==> src/ibfd_pkg.sv <==
// Shared types and constants of the input box frame decoder.
`default_nettype none
package ibfd_pkg;

    localparam logic [7:0] CHAR_OFFSET = 8'h21;
    localparam logic [7:0] START_CHAR  = 8'h42;
    localparam logic [7:0] END_CHAR    = 8'h0a;
    localparam logic [7:0] AMASK_RST   = 8'd31;
    localparam logic [2:0] DMASK_RST   = 3'd3;
    localparam logic [15:0] ERR_MAX    = 16'hffff;

    typedef enum logic [0:0] {
        CFG_AMASK = 1'b0,
        CFG_DMASK = 1'b1
    } t_cfg_idx;

    typedef enum logic [1:0] {
        OP_STAGE_DIG = 2'd0,
        OP_STAGE_ANA = 2'd1,
        OP_COMMIT    = 2'd2,
        OP_ERROR     = 2'd3
    } t_op;

    // One command from the parser to the executing side.
    typedef struct packed {
        t_op         op;
        logic [2:0]  idx;
        logic [11:0] data;
        logic [7:0]  amask;
        logic [2:0]  dmask;
    } t_cmd;

    typedef struct packed {
        logic full;
        logic empty;
    } t_q_stat;

endpackage
`default_nettype wire

==> src/ibfd_rx_if.sv <==
// Channel that carries received serial characters.
`default_nettype none
interface ibfd_rx_if;
    logic       valid;
    logic       ready;
    logic [7:0] rx_byte;

    modport source (output valid, output rx_byte, input ready);
    modport sink   (input valid, input rx_byte, output ready);
endinterface
`default_nettype wire

==> src/ibfd_res_if.sv <==
// Channel that carries decoded frame results.
`default_nettype none
interface ibfd_res_if;
    logic        valid;
    logic        ready;
    logic        frame_ok;
    logic [15:0] error_count;
    logic [23:0] digital_bits;
    logic [11:0] analog_ch0;
    logic [11:0] analog_ch1;
    logic [11:0] analog_ch2;
    logic [11:0] analog_ch3;
    logic [11:0] analog_ch4;
    logic [11:0] analog_ch5;
    logic [11:0] analog_ch6;
    logic [11:0] analog_ch7;

    modport source (
        output valid, output frame_ok, output error_count, output digital_bits,
        output analog_ch0, output analog_ch1, output analog_ch2, output analog_ch3,
        output analog_ch4, output analog_ch5, output analog_ch6, output analog_ch7,
        input ready
    );
    modport sink (
        input valid, input frame_ok, input error_count, input digital_bits,
        input analog_ch0, input analog_ch1, input analog_ch2, input analog_ch3,
        input analog_ch4, input analog_ch5, input analog_ch6, input analog_ch7,
        output ready
    );
endinterface
`default_nettype wire

==> src/ibfd_front.sv <==
// Frame parser: tracks the position in the frame and turns the characters into commands.
`default_nettype none
module ibfd_front #(
    parameter int ANALOG_CHANNELS = 8,
    parameter int DIGITAL_GROUPS  = 3
) (
    input  wire logic          i_clk,
    input  wire logic          i_rst_n,
    input  wire logic          i_cfg_we,
    input  wire logic [0:0]    i_cfg_idx,
    input  wire logic [7:0]    i_cfg_wdata,
    ibfd_rx_if.sink            i_rx,
    input  wire logic          i_q_full,
    output logic               o_push,
    output ibfd_pkg::t_cmd     o_cmd
);
    import ibfd_pkg::*;

    localparam logic [7:0] AMASK_LIM = 8'((1 << ANALOG_CHANNELS) - 1);
    localparam logic [2:0] DMASK_LIM = 3'((1 << DIGITAL_GROUPS) - 1);

    function automatic logic [3:0] popcnt8(input logic [7:0] v);
        logic [3:0] n;
        n = '0;
        for (int i = 0; i < 8; i++) n = n + 4'(v[i]);
        return n;
    endfunction

    // Position of the idx-th set bit, counted from the top of a 3-bit mask.
    function automatic logic [1:0] nth_top3(input logic [2:0] m, input logic [3:0] idx);
        logic [1:0] r;
        logic [3:0] cnt;
        logic       hit;
        r   = '0;
        cnt = idx;
        hit = 1'b0;
        for (int j = 2; j >= 0; j--) begin
            if (m[j] && !hit) begin
                if (cnt == 4'd0) begin
                    r   = 2'(j);
                    hit = 1'b1;
                end else begin
                    cnt = cnt - 4'd1;
                end
            end
        end
        return r;
    endfunction

    // Position of the idx-th set bit, counted from the bottom of an 8-bit mask.
    function automatic logic [2:0] nth_bot8(input logic [7:0] m, input logic [3:0] idx);
        logic [2:0] r;
        logic [3:0] cnt;
        logic       hit;
        r   = '0;
        cnt = idx;
        hit = 1'b0;
        for (int k = 0; k < 8; k++) begin
            if (m[k] && !hit) begin
                if (cnt == 4'd0) begin
                    r   = 3'(k);
                    hit = 1'b1;
                end else begin
                    cnt = cnt - 4'd1;
                end
            end
        end
        return r;
    endfunction

    logic [7:0] r_amask;
    logic [2:0] r_dmask;
    logic [4:0] r_pos,  n_pos;
    logic [5:0] r_high, n_high;

    logic [7:0] am, ch_c;
    logic [2:0] dm;
    logic [3:0] na;
    logic [1:0] nd;
    logic [4:0] last, k, k2, two_nd;
    logic       cmd_vld;
    t_cmd       cmd;
    logic       acc;

    assign am     = r_amask & AMASK_LIM;
    assign dm     = r_dmask & DMASK_LIM;
    assign na     = popcnt8(am);
    assign nd     = 2'(popcnt8({5'd0, dm}));
    assign last   = 5'd1 + {na, 1'b0} + {2'd0, nd, 1'b0};
    assign two_nd = {2'd0, nd, 1'b0};
    assign k      = r_pos - 5'd1;
    assign k2     = k - two_nd;
    assign ch_c   = i_rx.rx_byte - CHAR_OFFSET;

    assign i_rx.ready = !i_q_full;
    assign acc        = i_rx.valid && i_rx.ready;

    always_comb begin
        n_pos     = r_pos;
        n_high    = r_high;
        cmd_vld   = 1'b0;
        cmd.op    = OP_ERROR;
        cmd.idx   = '0;
        cmd.data  = '0;
        cmd.amask = am;
        cmd.dmask = dm;
        if (r_pos == 5'd0) begin
            if (i_rx.rx_byte != START_CHAR) begin
                cmd_vld = 1'b1;
                cmd.op  = OP_ERROR;
            end else begin
                n_pos = 5'd1;
            end
        end else if (r_pos >= last) begin
            // end of frame: commit on newline, error otherwise
            cmd_vld = 1'b1;
            cmd.op  = (i_rx.rx_byte == END_CHAR) ? OP_COMMIT : OP_ERROR;
            n_pos   = 5'd0;
        end else begin
            n_pos = r_pos + 5'd1;
            if (k < two_nd) begin
                if (!k[0]) begin
                    n_high = {2'd0, ch_c[3:0]};
                end else begin
                    cmd_vld  = 1'b1;
                    cmd.op   = OP_STAGE_DIG;
                    cmd.idx  = {1'b0, nth_top3(dm, k[4:1])};
                    cmd.data = {4'd0, r_high[3:0], ch_c[3:0]};
                end
            end else begin
                if (!k2[0]) begin
                    n_high = ch_c[5:0];
                end else begin
                    cmd_vld  = 1'b1;
                    cmd.op   = OP_STAGE_ANA;
                    cmd.idx  = nth_bot8(am, k2[4:1]);
                    cmd.data = {r_high, ch_c[5:0]};
                end
            end
        end
    end

    assign o_push = acc && cmd_vld;
    assign o_cmd  = cmd;

    always_ff @(posedge i_clk) begin
        if (!i_rst_n) begin
            r_amask <= AMASK_RST;
            r_dmask <= DMASK_RST;
            r_pos   <= '0;
            r_high  <= '0;
        end else begin
            if (i_cfg_we) begin
                unique case (t_cfg_idx'(i_cfg_idx))
                    CFG_AMASK: r_amask <= i_cfg_wdata;
                    CFG_DMASK: r_dmask <= i_cfg_wdata[2:0];
                    default:   r_amask <= r_amask;
                endcase
            end
            if (acc) begin
                r_pos  <= n_pos;
                r_high <= n_high;
            end
        end
    end
endmodule
`default_nettype wire

==> src/ibfd_cmd_fifo.sv <==
// Two-entry command queue between the parser and the executing side.
`default_nettype none
module ibfd_cmd_fifo (
    input  wire logic          i_clk,
    input  wire logic          i_rst_n,
    input  wire logic          i_push,
    input  wire ibfd_pkg::t_cmd i_cmd,
    input  wire logic          i_pop,
    output ibfd_pkg::t_cmd     o_head,
    output ibfd_pkg::t_q_stat  o_stat
);
    import ibfd_pkg::*;

    t_cmd       r_mem [2];
    logic       r_wp, r_rp;
    logic [1:0] r_cnt;
    logic       do_push, do_pop;

    assign do_push      = i_push && (r_cnt != 2'd2);
    assign do_pop       = i_pop && (r_cnt != 2'd0);
    assign o_head       = r_mem[r_rp];
    assign o_stat.full  = (r_cnt == 2'd2);
    assign o_stat.empty = (r_cnt == 2'd0);

    always_ff @(posedge i_clk) begin
        if (do_push) r_mem[r_wp] <= i_cmd;
    end

    always_ff @(posedge i_clk) begin
        if (!i_rst_n) begin
            r_wp  <= 1'b0;
            r_rp  <= 1'b0;
            r_cnt <= '0;
        end else begin
            if (do_push) r_wp <= !r_wp;
            if (do_pop)  r_rp <= !r_rp;
            r_cnt <= r_cnt + 2'(do_push) - 2'(do_pop);
        end
    end
endmodule
`default_nettype wire

==> src/ibfd_back.sv <==
// Executing side: staged values, shadows, error counter and the result register.
`default_nettype none
module ibfd_back #(
    parameter int ANALOG_CHANNELS = 8,
    parameter int DIGITAL_GROUPS  = 3
) (
    input  wire logic           i_clk,
    input  wire logic           i_rst_n,
    input  wire ibfd_pkg::t_cmd i_head,
    input  wire logic           i_empty,
    output logic                o_pop,
    ibfd_res_if.source          o_res
);
    import ibfd_pkg::*;

    logic [11:0]                 r_stg_ana [ANALOG_CHANNELS];
    logic [11:0]                 r_ana_sh  [ANALOG_CHANNELS];
    logic [8*DIGITAL_GROUPS-1:0] r_stg_dig;
    logic [8*DIGITAL_GROUPS-1:0] r_dig_sh;
    logic [15:0]                 r_errors;
    logic                        r_ok;
    logic                        r_out_vld;
    logic [11:0]                 ana_out [8];
    logic                        is_stage, out_free;

    assign is_stage = (i_head.op == OP_STAGE_DIG) || (i_head.op == OP_STAGE_ANA);
    assign out_free = !r_out_vld || o_res.ready;
    // staging commands never wait on the receiver
    assign o_pop    = !i_empty && (is_stage || out_free);

    // staged stores: undefined until written, no reset
    always_ff @(posedge i_clk) begin
        if (o_pop) begin
            case (i_head.op)
                OP_STAGE_DIG: begin
                    for (int j = 0; j < DIGITAL_GROUPS; j++) begin
                        if (i_head.idx == 3'(j)) r_stg_dig[8*j +: 8] <= i_head.data[7:0];
                    end
                end
                OP_STAGE_ANA: begin
                    for (int c = 0; c < ANALOG_CHANNELS; c++) begin
                        if (i_head.idx == 3'(c)) r_stg_ana[c] <= i_head.data;
                    end
                end
                default: ;
            endcase
        end
    end

    always_ff @(posedge i_clk) begin
        if (!i_rst_n) begin
            for (int c = 0; c < ANALOG_CHANNELS; c++) r_ana_sh[c] <= '0;
            r_dig_sh  <= '0;
            r_errors  <= '0;
            r_ok      <= 1'b0;
            r_out_vld <= 1'b0;
        end else begin
            if (o_res.ready) r_out_vld <= 1'b0;
            if (o_pop) begin
                case (i_head.op)
                    OP_COMMIT: begin
                        for (int j = 0; j < DIGITAL_GROUPS; j++) begin
                            if (i_head.dmask[j]) r_dig_sh[8*j +: 8] <= r_stg_dig[8*j +: 8];
                        end
                        for (int c = 0; c < ANALOG_CHANNELS; c++) begin
                            if (i_head.amask[c]) r_ana_sh[c] <= r_stg_ana[c];
                        end
                        r_ok      <= 1'b1;
                        r_out_vld <= 1'b1;
                    end
                    OP_ERROR: begin
                        if (r_errors != ERR_MAX) r_errors <= r_errors + 16'd1;
                        r_ok      <= 1'b0;
                        r_out_vld <= 1'b1;
                    end
                    default: ;
                endcase
            end
        end
    end

    // Shadows never change under a waiting result, so they feed the result directly.
    for (genvar g = 0; g < 8; g++) begin : g_ana
        if (g < ANALOG_CHANNELS) begin : g_on
            assign ana_out[g] = r_ana_sh[g];
        end else begin : g_off
            assign ana_out[g] = '0;
        end
    end

    assign o_res.valid        = r_out_vld;
    assign o_res.frame_ok     = r_ok;
    assign o_res.error_count  = r_errors;
    assign o_res.digital_bits = 24'(r_dig_sh);
    assign o_res.analog_ch0   = ana_out[0];
    assign o_res.analog_ch1   = ana_out[1];
    assign o_res.analog_ch2   = ana_out[2];
    assign o_res.analog_ch3   = ana_out[3];
    assign o_res.analog_ch4   = ana_out[4];
    assign o_res.analog_ch5   = ana_out[5];
    assign o_res.analog_ch6   = ana_out[6];
    assign o_res.analog_ch7   = ana_out[7];
endmodule
`default_nettype wire

==> src/input_box_frame_decoder.sv <==
// Top level of the input box frame decoder.
//
// i_rx carries one received serial character per item (valid/ready).
// o_res carries one result per frame end: frame_ok=1 after a good frame
// (shadows committed) or frame_ok=0 after a bad start or end character,
// with the saturating error count, digital shadow and analog raw codes.
// i_cfg_we/i_cfg_idx/i_cfg_wdata write analog_mask (index 0) and
// digital_group_mask (index 1); write them only while the block is idle.
// Throughput: one character per cycle unless the queue is full. The
// parser classifies a character in the cycle it is accepted; the command
// is written into a two-entry queue, and the executing side registers the
// result when it pops the command for the frame's last character.
// When the receiver stalls, the result holds; staging commands keep
// draining, and the input is held off only once the queue is full.
// Synchronous active-low reset clears the frame position, masks (to 31
// and 3), shadows, error count and the result register.
`default_nettype none
module input_box_frame_decoder #(
    parameter int ANALOG_CHANNELS = 8,
    parameter int DIGITAL_GROUPS  = 3
) (
    input  wire logic       i_clk,
    input  wire logic       i_rst_n,
    input  wire logic       i_cfg_we,
    input  wire logic [0:0] i_cfg_idx,
    input  wire logic [7:0] i_cfg_wdata,
    ibfd_rx_if.sink         i_rx,
    ibfd_res_if.source      o_res
);
    import ibfd_pkg::*;

    logic    push, pop;
    t_cmd    cmd, head;
    t_q_stat q_stat;

    ibfd_front #(
        .ANALOG_CHANNELS(ANALOG_CHANNELS),
        .DIGITAL_GROUPS (DIGITAL_GROUPS)
    ) u_front (
        .i_clk      (i_clk),
        .i_rst_n    (i_rst_n),
        .i_cfg_we   (i_cfg_we),
        .i_cfg_idx  (i_cfg_idx),
        .i_cfg_wdata(i_cfg_wdata),
        .i_rx       (i_rx),
        .i_q_full   (q_stat.full),
        .o_push     (push),
        .o_cmd      (cmd)
    );

    ibfd_cmd_fifo u_fifo (
        .i_clk  (i_clk),
        .i_rst_n(i_rst_n),
        .i_push (push),
        .i_cmd  (cmd),
        .i_pop  (pop),
        .o_head (head),
        .o_stat (q_stat)
    );

    ibfd_back #(
        .ANALOG_CHANNELS(ANALOG_CHANNELS),
        .DIGITAL_GROUPS (DIGITAL_GROUPS)
    ) u_back (
        .i_clk  (i_clk),
        .i_rst_n(i_rst_n),
        .i_head (head),
        .i_empty(q_stat.empty),
        .o_pop  (pop),
        .o_res  (o_res)
    );

    a_no_overflow: assert property (@(posedge i_clk) disable iff (!i_rst_n)
        push |-> !q_stat.full)
        else $error("command pushed into a full queue");

    a_no_underflow: assert property (@(posedge i_clk) disable iff (!i_rst_n)
        pop |-> !q_stat.empty)
        else $error("command popped from an empty queue");

    a_reset_idle: assert property (@(posedge i_clk)
        !i_rst_n |=> !o_res.valid)
        else $error("result valid right after reset");

    a_err_count: assert property (@(posedge i_clk) disable iff (!i_rst_n)
        (pop && head.op == OP_ERROR && o_res.error_count != ERR_MAX)
            |=> o_res.error_count == $past(o_res.error_count) + 16'd1)
        else $error("error counter did not advance on a framing error");
endmodule
`default_nettype wire

==> src/flat_wrapper.sv <==
// flat-port wrapper written by rule: the top's interface ports become plain ports
module input_box_frame_decoder_flat import ibfd_pkg::*;
#(
    parameter int ANALOG_CHANNELS = 8,
    parameter int DIGITAL_GROUPS  = 3
)
  (i_clk, i_rst_n, i_cfg_we, i_cfg_idx, i_cfg_wdata, i_rx_valid, i_rx_rx_byte, i_rx_ready, o_res_valid, o_res_frame_ok, o_res_error_count, o_res_digital_bits, o_res_analog_ch0, o_res_analog_ch1, o_res_analog_ch2, o_res_analog_ch3, o_res_analog_ch4, o_res_analog_ch5, o_res_analog_ch6, o_res_analog_ch7, o_res_ready);
  ibfd_rx_if i_rx_i ();
  ibfd_res_if o_res_i ();
  input  wire logic i_clk;
  input  wire logic i_rst_n;
  input  wire logic i_cfg_we;
  input  wire logic [0:0] i_cfg_idx;
  input  wire logic [7:0] i_cfg_wdata;
  input wire logic [$bits(i_rx_i.valid)-1:0] i_rx_valid;
  input wire logic [$bits(i_rx_i.rx_byte)-1:0] i_rx_rx_byte;
  output wire logic [$bits(i_rx_i.ready)-1:0] i_rx_ready;
  output wire logic [$bits(o_res_i.valid)-1:0] o_res_valid;
  output wire logic [$bits(o_res_i.frame_ok)-1:0] o_res_frame_ok;
  output wire logic [$bits(o_res_i.error_count)-1:0] o_res_error_count;
  output wire logic [$bits(o_res_i.digital_bits)-1:0] o_res_digital_bits;
  output wire logic [$bits(o_res_i.analog_ch0)-1:0] o_res_analog_ch0;
  output wire logic [$bits(o_res_i.analog_ch1)-1:0] o_res_analog_ch1;
  output wire logic [$bits(o_res_i.analog_ch2)-1:0] o_res_analog_ch2;
  output wire logic [$bits(o_res_i.analog_ch3)-1:0] o_res_analog_ch3;
  output wire logic [$bits(o_res_i.analog_ch4)-1:0] o_res_analog_ch4;
  output wire logic [$bits(o_res_i.analog_ch5)-1:0] o_res_analog_ch5;
  output wire logic [$bits(o_res_i.analog_ch6)-1:0] o_res_analog_ch6;
  output wire logic [$bits(o_res_i.analog_ch7)-1:0] o_res_analog_ch7;
  input wire logic [$bits(o_res_i.ready)-1:0] o_res_ready;
  assign i_rx_i.valid = i_rx_valid;
  assign i_rx_i.rx_byte = i_rx_rx_byte;
  assign i_rx_ready = i_rx_i.ready;
  assign o_res_valid = o_res_i.valid;
  assign o_res_frame_ok = o_res_i.frame_ok;
  assign o_res_error_count = o_res_i.error_count;
  assign o_res_digital_bits = o_res_i.digital_bits;
  assign o_res_analog_ch0 = o_res_i.analog_ch0;
  assign o_res_analog_ch1 = o_res_i.analog_ch1;
  assign o_res_analog_ch2 = o_res_i.analog_ch2;
  assign o_res_analog_ch3 = o_res_i.analog_ch3;
  assign o_res_analog_ch4 = o_res_i.analog_ch4;
  assign o_res_analog_ch5 = o_res_i.analog_ch5;
  assign o_res_analog_ch6 = o_res_i.analog_ch6;
  assign o_res_analog_ch7 = o_res_i.analog_ch7;
  assign o_res_i.ready = o_res_ready;
  input_box_frame_decoder #(.ANALOG_CHANNELS(ANALOG_CHANNELS), .DIGITAL_GROUPS(DIGITAL_GROUPS)) u_core (.i_clk(i_clk), .i_rst_n(i_rst_n), .i_cfg_we(i_cfg_we), .i_cfg_idx(i_cfg_idx), .i_cfg_wdata(i_cfg_wdata), .i_rx(i_rx_i), .o_res(o_res_i));
endmodule
==> config.mk <==
export PLATFORM = sky130hd
export DESIGN_NAME = input_box_frame_decoder_flat
export DESIGN_NICKNAME = d
export VERILOG_FILES = /design/src/ibfd_pkg.sv /design/src/ibfd_rx_if.sv /design/src/ibfd_res_if.sv /design/src/ibfd_front.sv /design/src/ibfd_cmd_fifo.sv /design/src/ibfd_back.sv /design/src/input_box_frame_decoder.sv /design/src/flat_wrapper.sv
export SDC_FILE = /design/constraint.sdc
export NUM_CORES = 1
export LEC_CHECK = 0
export BUFFER_PORTS_ARGS = -buffer_cell sky130_fd_sc_hd__buf_2
export CORE_MARGIN = 2
export CORE_UTILIZATION = 30
export DETAILED_ROUTE_END_ITERATION = 16
export PLACE_DENSITY_LB_ADDON = 0.05
export SLEW_MARGIN = 5
export SYNTH_ARGS = -nofsm -noshare
export SYNTH_HDL_FRONTEND = slang
export SYNTH_HIERARCHICAL = 1
export SYNTH_SLANG_ARGS = --single-unit
==> constraint.sdc <==
create_clock -name i_clk -period 11.5 [get_ports i_clk]
set_input_delay 2.3 -clock i_clk [delete_from_list [all_inputs] [get_ports i_clk]]
set_output_delay 2.3 -clock i_clk [all_outputs]
set_load 0.02 [all_outputs]
Word level (Yosys, flattened, before mapping)
Memories as Yosys holds them, arrays and structs flattened. A register that Yosys moved wholly into a read port is not among the register bits.
Index checks and enable logic that the tools add are counted.

operators by class
  add/subtract/negate cells = 27
  order comparisons = 2
  equal/unequal tests = 18
  muxes and demuxes = 262
  bitwise logic cells = 11
  reductions and logical operators = 68

operator list
  kind                                                    number
  2-to-1 mux 4 bit                                        54
  2-to-1 mux 12 bit                                       15
  2-to-1 mux 1 bit                                        150
  OR reduction 12 bit                                     7
  2-to-1 mux 3 bit                                        23
  2-to-1 mux 17 bit                                       3
  zero test 4 bit                                         11
  subtractor 4 x 1 -> 4 bit (second input constant)       9
  2-to-1 mux 15 bit                                       2
  AND reduction 3 bit                                     7
  2-to-1 mux 6 bit                                        3
  adder 16 x 1 -> 16 bit (second input constant)          1
  adder 4 x 1 -> 4 bit                                    4
  2-to-1 mux 2 bit                                        8
  inequality test 16 bit (second input constant)          1
  2-to-1 mux 5 bit                                        3
  logical AND 1 bit                                       14
  zero test 1 bit                                         14
  equality test 3 bit (second input constant)             4
  equality test 8 x 4 -> 1 bit (second input constant)    1
  inequality test 8 x 7 -> 1 bit (second input constant)  1
  OR 1 bit                                                8
  AND reduction 2 bit                                     4
  equality test 2 bit (second input constant)             3
  other kinds (27)                                        38

word-level totals
  register bits after elaboration = 92
  RAM bits = 248
  output and inout bits = 139
  memories kept = 3

memory list
  name                     words  bits a word  rd ports  clocked after memory_dff  wr ports  RTL line             text
  u_core.u_back.r_ana_sh   8      12           8         0                         8         ibfd_back.sv:17      logic [11:0] r_ana_sh [ANALOG_CHANNELS];
  u_core.u_back.r_stg_ana  8      12           8         0                         1         ibfd_back.sv:16      logic [11:0] r_stg_ana [ANALOG_CHANNELS];
  u_core.u_fifo.r_mem      2      28           1         1                         1         ibfd_cmd_fifo.sv:14  t_cmd r_mem [2];

Depth between registers and ports, before layout
Gate-level depths: netlist (run 1).

  word-level depth = 61
  mapped depth = 43

By module
The synthesis (run 1) kept the hierarchy.

modules (own cells, without submodules)
  module         instances  cells each  area each (um^2)  sequential area each (um^2)
  ibfd_back      1          555         9128.8            7327.0
  ibfd_front     1          411         3215.6            440.4
  ibfd_cmd_fifo  1          114         2357.3            1781.7

Least setup slack after synthesis (run 1)
OpenSTA, ideal clock, no wires.

  path type = register to register
  from = register u_core.u_front.r_pos[0]
  to = memory u_core/u_fifo/r_mem[0][23] (netlist name), data pin
  setup time = 211 ps
  arrival time = 8641 ps
  required time = 11289 ps
  path slack = 2648 ps
  stages on the path, launching flop included = 43
  clock period less this slack = 8852 ps
  cell sequence = dfxtp_1 -> buf_6 -> inv_1 -> ha_1 -> xor2_4 -> inv_1 -> xnor2_1 -> ha_1 -> a21oi_2 -> o31ai_1 -> a31oi_4 -> xnor2_1 -> inv_1 -> ha_1 -> nand2_1 -> a41oi_1 -> a32o_2 -> a21bo_4 -> [7 not listed] -> nand3_1 -> o211ai_1 -> mux2_2 -> ha_1 -> inv_1 -> o31ai_4 -> xnor2_1 -> ha_1 -> inv_1 -> o21ai_1 -> mux2_2 -> ha_1 -> nand2_1 -> a21o_1 -> mux2i_1 -> mux2_2 -> nand2_1 -> o41ai_1

RTL lines
  what                      RTL line             text
  start: declaration        ibfd_front.sv:73     logic [4:0] r_pos, n_pos;
  start signal: assignment  ibfd_front.sv:161    r_pos <= n_pos;
  end: declaration          ibfd_cmd_fifo.sv:14

==> impl_metrics.toml, run 1 <==
[critical_path]
crit_cells = 42
crit_path_top_delay_cell = "sky130_fd_sc_hd__dfxtp_1"
crit_required_ns = 11.82
worst-r2r-cell-count = 42
setup_crit_end_kind = "flip-flop"
timing.critical_path.from_type = "flip-flop"
critical_path.startpoint = "u_core/u_front/r_pos[0]$_SDFFE_PN0P_"
cp_top_family = "compound AO/OA/AOI/OAI gates"
critical_path.reg2reg.endpoint = "u_core/u_fifo/r_mem[1][23]$_DFFE_PP_"
critPathCapture = "u_core/u_fifo/r_mem[1][23]$_DFFE_PP_"
worst_ep_arrival_time_ns = 10.40
critPathKind = "flip-flop to flip-flop"
crit_path_max_incr_delay_ns = 0.56
reg2reg_setup_slack_ns = 1.42
worst-path-buf-inv = 6
critical-path-top-cell-by-count = "sky130_fd_sc_hd__ha_1"
worstPathMaxFanout = 11
reg2reg_from = "u_core/u_front/r_pos[0]$_SDFFE_PN0P_"

[route]
drt_first_iter_violations = 470
ant_nets = 0
vias = 8894
detail_route.drc_violations = 0
routed_wirelength_um = 37300
avgViaCountPerCell = 4.66
detail_route.first_pass.iterations = 6
wire_per_inst_um = 19.5

[power_and_ir_drop]
power_report.internal_total_uw = 2480
sw_frac_of_total_pct = 30.0
p_comb_share_pct = 23.9
proportion_of_power_drawn_by_flip_flops_and_latches_pct = 42.2
p_leak_uw = 0.00648
cellPowerDensity_mw_per_mm2 = 203
fraction_of_power_consumed_by_the_clock_network_pct = 34.0
vdd_drop_max_uv = 104
net-switching-power_uw = 1060

[floorplanning]
core_region_area_mm2 = 0.0486
dieWidth_um = 225
row_count = 81
floorplan.die_area_mm2 = 0.0508
ios = 161
chipHeight_um = 225
start_util_pct = 30.2

[grt]
first_global_vias = 8541
antenna_violations_before_repair = 0
overflow = 0
globalRouteTotalUtil_pct = 14.6
grt_pass1_wl_um = 54900
largest_net_degree_at_the_start_of_global_routing = 52

[synth]
yosys.area.top_type_share_pct = 55.6
post_synth.cell_area_avg_um2 = 13.6
synth_area_leaders = "sky130_fd_sc_hd__edfxtp_1 (56%), sky130_fd_sc_hd__dfxtp_1 (9.4%), sky130_fd_sc_hd__and2_1 (4.6%), sky130_fd_sc_hd__ha_1 (2.5%), sky130_fd_sc_hd__mux2i_1 (2.5%)"
async_s_r_ff_share_synth_pct = 0
synth_enable_flop_cells = 272
ys_seq_area_share_pct = 65.0
postSynthNetCount = 1136
yosys_register_bits = 341
synth_commonest_cells = "sky130_fd_sc_hd__edfxtp_1 (272), sky130_fd_sc_hd__and2_1 (109), sky130_fd_sc_hd__nand2_1 (83), sky130_fd_sc_hd__dfxtp_1 (69), sky130_fd_sc_hd__nor2_1 (66)"
synth.most_common_cell = "sky130_fd_sc_hd__edfxtp_1"
syn_inst = 1080
postSynth.topFlopCell = "sky130_fd_sc_hd__edfxtp_1"
synth_top_area_cell = "sky130_fd_sc_hd__edfxtp_1"
synth_cell_types = 90
yosysWarnings = 6
syn-cell-area_mm2 = 0.0147

[sta]
slew_viol_final = 0
totalNegativeSetupSlack_ns = 0
pin_slew_with_the_least_headroom_to_its_limit_ns = 1.24
final_min_period_over_clock_period_pct = 87.6
relative_slew_slack_pct = 17.3
finClkSkew_ns = 0.0159
timing.final.crit_period_ns = 10.08
hold-worst-slack_ns = 0.478
hold_violations = 0
grt_setup_unrepaired = "no"
maximum_frequency_from_static_timing_analysis_ghz = 0.0992
setup-violations-final = 0

[clock_network]
cts_inserted_buffers = 40
clock_sinks = 341
worstSkewPairLatency_ns = 0.55
clk_pin_slew_ns = 0.06
cts_hold_buf = 0
tritoncts = "yes"
post_cts.resized_instances = 0
cts_root_buf = "sky130_fd_sc_hd__clkbuf_16"
deepest_clock_path_buffer_count = 3
cts-htree-levels = 2
postCtsSetupBuffers = 0

[placement]
detailedPlacementHpwl_um = 25100
gp_routability_congestion = 0.755
numPortBuffers = 160

[cells_and_area]
final_nets = 1313
antenna-diode-count = 0
syn_to_final_growth_pct = 18.5
proportion_of_layout_cells_with_a_drive_suffix_above_1_pct = 23.0

[status]
outcome = "finished clean"

[worst_hold_path]
hold_path_class = "flip-flop to flip-flop"

[job]
max_cap_violations = 0
## routing by layer
metal / share of wire [%] / wire, um / up-vias / track usage (%)
li1: - / - / 4320 / -
met1: 46 / 17200 / 4353 / 19.6
met2: 48 / 17700 / 177 / 23.9
met3: 4.2 / 1550 / 44 / 2.65
met4: 2.0 / 733 / 0 / 4.70
met5: 0 / 0 / - / 0
## tightest hold or removal path, cell delays in order (launching register included)
cell and delay, ns:
sky130_fd_sc_hd__edfxtp_1 0.31, sky130_fd_sc_hd__mux2i_1 0.06, sky130_fd_sc_hd__nor2_1 0.07
## cell usage in the layout (no fill, tap or decap), types with 14 or more instances in the layout
cell type                   Yosys  layout
sky130_fd_sc_hd__a21oi_1       33      33
sky130_fd_sc_hd__and2_1       109     109
sky130_fd_sc_hd__and3_1        17      16
sky130_fd_sc_hd__buf_2          7     160
sky130_fd_sc_hd__clkbuf_1      24      17
sky130_fd_sc_hd__clkbuf_16      0      41
sky130_fd_sc_hd__dfxtp_1       69      69
sky130_fd_sc_hd__edfxtp_1     272     272
sky130_fd_sc_hd__ha_1          29      29
sky130_fd_sc_hd__inv_1         33      33
sky130_fd_sc_hd__mux2_2        16      16
sky130_fd_sc_hd__mux2_4        21      21
sky130_fd_sc_hd__mux2i_1       36      36
sky130_fd_sc_hd__nand2_1       83      83
sky130_fd_sc_hd__nand3_1       23      23
sky130_fd_sc_hd__nor2_1        66      65
sky130_fd_sc_hd__o31ai_1       14      14
sky130_fd_sc_hd__xnor2_1       20      20
## worst min path at each step
stage	startpoint	to	slack (ns)	cells past startpoint
CTS	u_core/u_back/r_stg_dig[14]$_DFFE_PP_	u_core/u_back/o_res.digital_bits[14]$_SDFFE_PN0P_	0.48	2
global route	u_core/u_back/r_stg_dig[14]$_DFFE_PP_	u_core/u_back/o_res.digital_bits[14]$_SDFFE_PN0P_	0.50	2
global placement	u_core/u_back/r_stg_dig[23]$_DFFE_PP_	u_core/u_back/o_res.digital_bits[23]$_SDFFE_PN0P_	0.46	2
floorplan	u_core/u_fifo/r_wp$_SDFFE_PN0P_	u_core/u_fifo/r_wp$_SDFFE_PN0P_	0.45	2
detailed placement	u_core/u_back/r_stg_dig[21]$_DFFE_PP_	u_core/u_back/o_res.digital_bits[21]$_SDFFE_PN0P_	0.47	2
finish	u_core/u_back/r_stg_dig[14]$_DFFE_PP_	u_core/u_back/o_res.digital_bits[14]$_SDFFE_PN0P_	0.48	2
## kinds of logic (layout without fill, tap and decap cells)
logic type,count (synthesis),after routing,share of synthesized area [%]
multiplexers,74,74,5.91
AND/OR/NAND/NOR,394,394,14.8
adder cells (fa/ha/maj),35,35,3.22
XOR/XNOR,31,31,2.08
AO/OA/AOI/OAI,133,133,6.71
flip-flops,341,341,65.0
buffers and inverters,72,278,2.35
## registers in the layout (all words and copies together) (netlist names), named ones only
name / cells
u_core/u_back/o_res.digital_bits: 24
u_core/u_back/o_res.error_count: 16
u_core/u_back/o_res.frame_ok: 1
u_core/u_back/o_res.valid: 1
u_core/u_back/r_ana_sh: 96
u_core/u_back/r_stg_ana: 96
u_core/u_back/r_stg_dig: 24
u_core/u_fifo/r_cnt: 2
u_core/u_fifo/r_mem: 56
u_core/u_fifo/r_rp: 1
u_core/u_fifo/r_wp: 1
u_core/u_front/am: 8
u_core/u_front/dm: 3
u_core/u_front/r_high: 6
u_core/u_front/r_pos: 5
## stage by stage
stage / cell area (um2) / total power [uW] / util [%] / std cells / worst slack, ns
finish: 17400 / 3540 / 35.8 / 1908 / 1.42
global route: 17400 / 3730 / 35.8 / 1908 / 0.593
CTS: 17400 / 3620 / 35.8 / 1908 / 1.38
detailed placement: 16200 / 2390 / 33.3 / 1837 / 1.45
global placement: 16200 / 2380 / 33.3 / 1837 / 1.70
floorplan: 14700 / 2110 / - / 1080 / 2.65
## area by class of cell
cell class	instances	area, um2
flip-flops and latches	341	9550
fillers	4759	31200
clock buffers	59	1100
clock inverters	12	118
well taps	622	778
repair buffers	173	898
multi-input cells	667	4850
inverters	34	128
## power groups by stage
stage | clock network, uW | logic [uW] | registers (uW)
2_1_floorplan | 0 | 576 | 1530
3_3_place_gp | 0 | 861 | 1520
3_5_place_dp | 0 | 864 | 1520
4_1_cts | 1260 | 868 | 1500
5_1_grt | 1300 | 928 | 1500
6_report | 1200 | 845 | 1490
No activity file was read; power rests on OpenSTA's default activity.
==> run 2, diff against run 1 <==
--- a/config.mk
+++ b/config.mk
@@ -5,6 +5,7 @@
 export SDC_FILE = /design/constraint.sdc
 export NUM_CORES = 1
 export LEC_CHECK = 0
+export ABC_AREA = 1
 export BUFFER_PORTS_ARGS = -buffer_cell sky130_fd_sc_hd__buf_2
 export CORE_MARGIN = 2
 export CORE_UTILIZATION = 30
==> impl_metrics.toml, run 2 <==
[cells_and_area]
fillers = 4940
mostFrequentLayoutCells = "sky130_fd_sc_hd__edfxtp_1 (272), sky130_fd_sc_hd__nor2_1 (206), sky130_fd_sc_hd__inv_1 (203)"
post-route-util_pct = 36.0
syn_to_final_growth_pct = 18.7
final_common_cell = "sky130_fd_sc_hd__edfxtp_1"
proportion_of_layout_cells_with_a_drive_suffix_above_1_pct = 22.4
antenna-diode-count = 0
reg_top3 = "u_core/u_back/r_ana_sh x96, u_core/u_back/r_stg_ana x96, u_core/u_fifo/r_mem x56"
final_nets = 1579

[placement]
gp_routability_congestion = 0.744
detailedPlacementHpwl_um = 25300
numPortBuffers = 160

[job]
max_cap_violations = 0

[sta]
setup-violations-final = 0
hold_violations = 0
final_min_period_over_clock_period_pct = 60.5
finClkSkew_ns = 0.0179
maximum_frequency_from_static_timing_analysis_ghz = 0.144
slew_viol_final = 0
grt_setup_unrepaired = "no"
pin_slew_with_the_least_headroom_to_its_limit_ns = 1.26
totalNegativeSetupSlack_ns = 0
relative_slew_slack_pct = 15.2
timing.final.crit_period_ns = 6.96

[synth]
syn-cell-area_mm2 = 0.0148
async_s_r_ff_share_synth_pct = 0
yosys.area.top_type_share_pct = 55.3
synth_commonest_cells = "sky130_fd_sc_hd__edfxtp_1 (272), sky130_fd_sc_hd__nor2_1 (207), sky130_fd_sc_hd__inv_1 (203), sky130_fd_sc_hd__nand2_1 (190), sky130_fd_sc_hd__dfxtp_1 (69)"
yosysWarnings = 6
syn_inst = 1331
synth_enable_flop_cells = 272
yosys_register_bits = 341
synth_cell_types = 46
synth.most_common_cell = "sky130_fd_sc_hd__edfxtp_1"
synth_top_area_cell = "sky130_fd_sc_hd__edfxtp_1"
ys_seq_area_share_pct = 64.6
postSynth.topFlopCell = "sky130_fd_sc_hd__edfxtp_1"
synth_area_leaders = "sky130_fd_sc_hd__edfxtp_1 (55%), sky130_fd_sc_hd__dfxtp_1 (9.3%), sky130_fd_sc_hd__nor2_1 (5.3%), sky130_fd_sc_hd__inv_1 (5.2%), sky130_fd_sc_hd__nand2_1 (4.8%)"
postSynthNetCount = 1387
post_synth.cell_area_avg_um2 = 11.1

[worst_hold_path]
hold_path_class = "flip-flop to flip-flop"
min_from = "u_core/u_front/r_high[5]$_SDFFE_PN0P_"

[floorplanning]
ios = 161
dieWidth_um = 226
row_count = 81
core_region_area_mm2 = 0.0487
start_util_pct = 30.3
chipHeight_um = 226
floorplan.die_area_mm2 = 0.0510

[grt]
first_global_vias = 9382
grt_pass1_wl_um = 54600
antenna_violations_before_repair = 0
globalRouteTotalUtil_pct = 14.2
overflow = 0
largest_net_degree_at_the_start_of_global_routing = 58

[route]
vias = 9418
detail_route.first_pass.iterations = 4
detail_route.drc_violations = 0
wirelength_met1_um = 16500
met2RoutedLength_um = 17400
top_layer_used = "met4"
wire_per_inst_um = 16.2
avgViaCountPerCell = 4.25
ant_nets = 0
drt_first_iter_violations = 472
routed_wirelength_um = 35900
wl_met3_um = 1440

[critical_path]
critical_path.reg2reg.endpoint = "u_core/u_fifo/r_mem[1][24]$_DFFE_PP_"
worstPathMaxFanout = 7
reg2reg_from = "u_core/u_front/r_pos[0]$_SDFFE_PN0P_"
critical-path-top-cell-by-count = "sky130_fd_sc_hd__nand2_1"
crit_path_max_incr_delay_ns = 0.37
critPathKind = "flip-flop to flip-flop"
setup_crit_end_kind = "flip-flop"
timing.critical_path.from_type = "flip-flop"
reg2reg_setup_slack_ns = 4.54
worst-r2r-cell-count = 57
critical_path.startpoint = "u_core/u_front/r_pos[0]$_SDFFE_PN0P_"
crit_path_top_delay_cell = "sky130_fd_sc_hd__dfxtp_1"
critPathCapture = "u_core/u_fifo/r_mem[1][24]$_DFFE_PP_"
worst_ep_arrival_time_ns = 7.33
crit_required_ns = 11.87

[clock_network]
clk_pin_slew_ns = 0.05
cts_hold_buf = 0
clock_sinks = 341
postCtsSetupBuffers = 0
cts_root_buf = "sky130_fd_sc_hd__clkbuf_16"
post_cts.resized_instances = 0
tritoncts = "yes"
worstSkewPairLatency_ns = 0.55
cts_inserted_buffers = 40
deepest_clock_path_buffer_count = 3
cts-htree-levels = 2

[power_and_ir_drop]
p_leak_uw = 0.00750
p_comb_share_pct = 24.1
proportion_of_power_drawn_by_flip_flops_and_latches_pct = 42.6
cellPowerDensity_mw_per_mm2 = 202
power_report.internal_total_uw = 2430
vdd_drop_max_uv = 85.3
post-layout-total-power_uw = 3540
sw_frac_of_total_pct = 31.5
fraction_of_power_consumed_by_the_clock_network_pct = 33.3
net-switching-power_uw = 1110

[status]
outcome = "finished clean"
## run 2: cell types whose count changed in the layout (fill, tap and decap cells not counted), moves of 33 or more
cell                      previous run  this run
sky130_fd_sc_hd__and2_1            109         0
sky130_fd_sc_hd__nand3_1            23        56
sky130_fd_sc_hd__nor2_1             65       206
sky130_fd_sc_hd__mux2i_1            36         0
sky130_fd_sc_hd__nand2_1            83       190
sky130_fd_sc_hd__o21ai_0            12        46
sky130_fd_sc_hd__inv_1              33       203
## run 2: metrics by stage
step	cells	worst slack (ns)	cell area [um2]	hold slack, ns
2_1_floorplan	1331	5.27	14800	0.426
3_3_place_gp	2145	4.81	16300	0.459
3_5_place_dp	2145	4.56	16300	0.460
4_1_cts	2216	4.58	17500	0.469
5_1_grt	2216	3.76	17500	0.503
6_report	2216	4.54	17500	0.464
## run 2: power groups by stage
stage | clock network (uW) | logic [uW] | registers (uW)
after global routing | 1270 | 963 | 1520
after detailed placement | 0 | 877 | 1540
after floorplan | 0 | 600 | 1560
after global placement | 0 | 876 | 1540
final | 1180 | 852 | 1510
after CTS | 1230 | 881 | 1510
## run 2: worst min path at each step
| stage | endpoint | slack (ns) | depth (start not counted) |
|---|---|---|---|
| finish | u_core/u_front/r_high[5]$_SDFFE_PN0P_ | 0.46 | 2 |
| global route | u_core/u_back/o_res.frame_ok$_SDFFE_PN0P_ | 0.50 | 2 |
| CTS | u_core/u_front/r_high[5]$_SDFFE_PN0P_ | 0.47 | 2 |
| detailed placement | u_core/u_front/r_high[5]$_SDFFE_PN0P_ | 0.46 | 2 |
| global placement | u_core/u_back/o_res.frame_ok$_SDFFE_PN0P_ | 0.46 | 2 |
| floorplan | u_core/u_fifo/r_mem[0][10]$_DFFE_PP_ | 0.43 | 0 |
## run 2: cell families (layout without fill, tap and decap cells)
kind of cell	count (synthesis)	count (layout)	synth area share, %
fa+ha+maj	34	34	3.13
simple gates	567	567	18.1
mux	28	28	2.64
buf+inv	248	469	6.97
compound gates	95	95	3.50
xor+xnor	18	18	1.07
flops	341	341	64.6
## run 2: per-layer routing
metal  global-route usage [%]  up-vias
met5                        0        -
met4                     3.50        0
met3                     2.75       40
met2                     24.3      146
met1                     18.3     4475
li1                         -     4757
## run 2: worst max-delay path, delay by kind of cell, from the launching register on
family	cells	cell delay [ns]
fa+ha+maj	9	2.01
simple gates	34	3.03
buf+inv	12	1.03
flops	1	0.37
compound gates	2	0.33
## run 2: final cells by class
class | count | area, um2 | share of cell area [%]
flip-flops and latches | 341 | 9550 | 54.4
clock inverters | 16 | 144 | 0.820
well taps | 664 | 831 | 4.74
multi-input cells | 742 | 4210 | 24.0
inverters | 223 | 842 | 4.80
clock buffers | 55 | 1060 | 6.03
repair buffers | 175 | 916 | 5.22
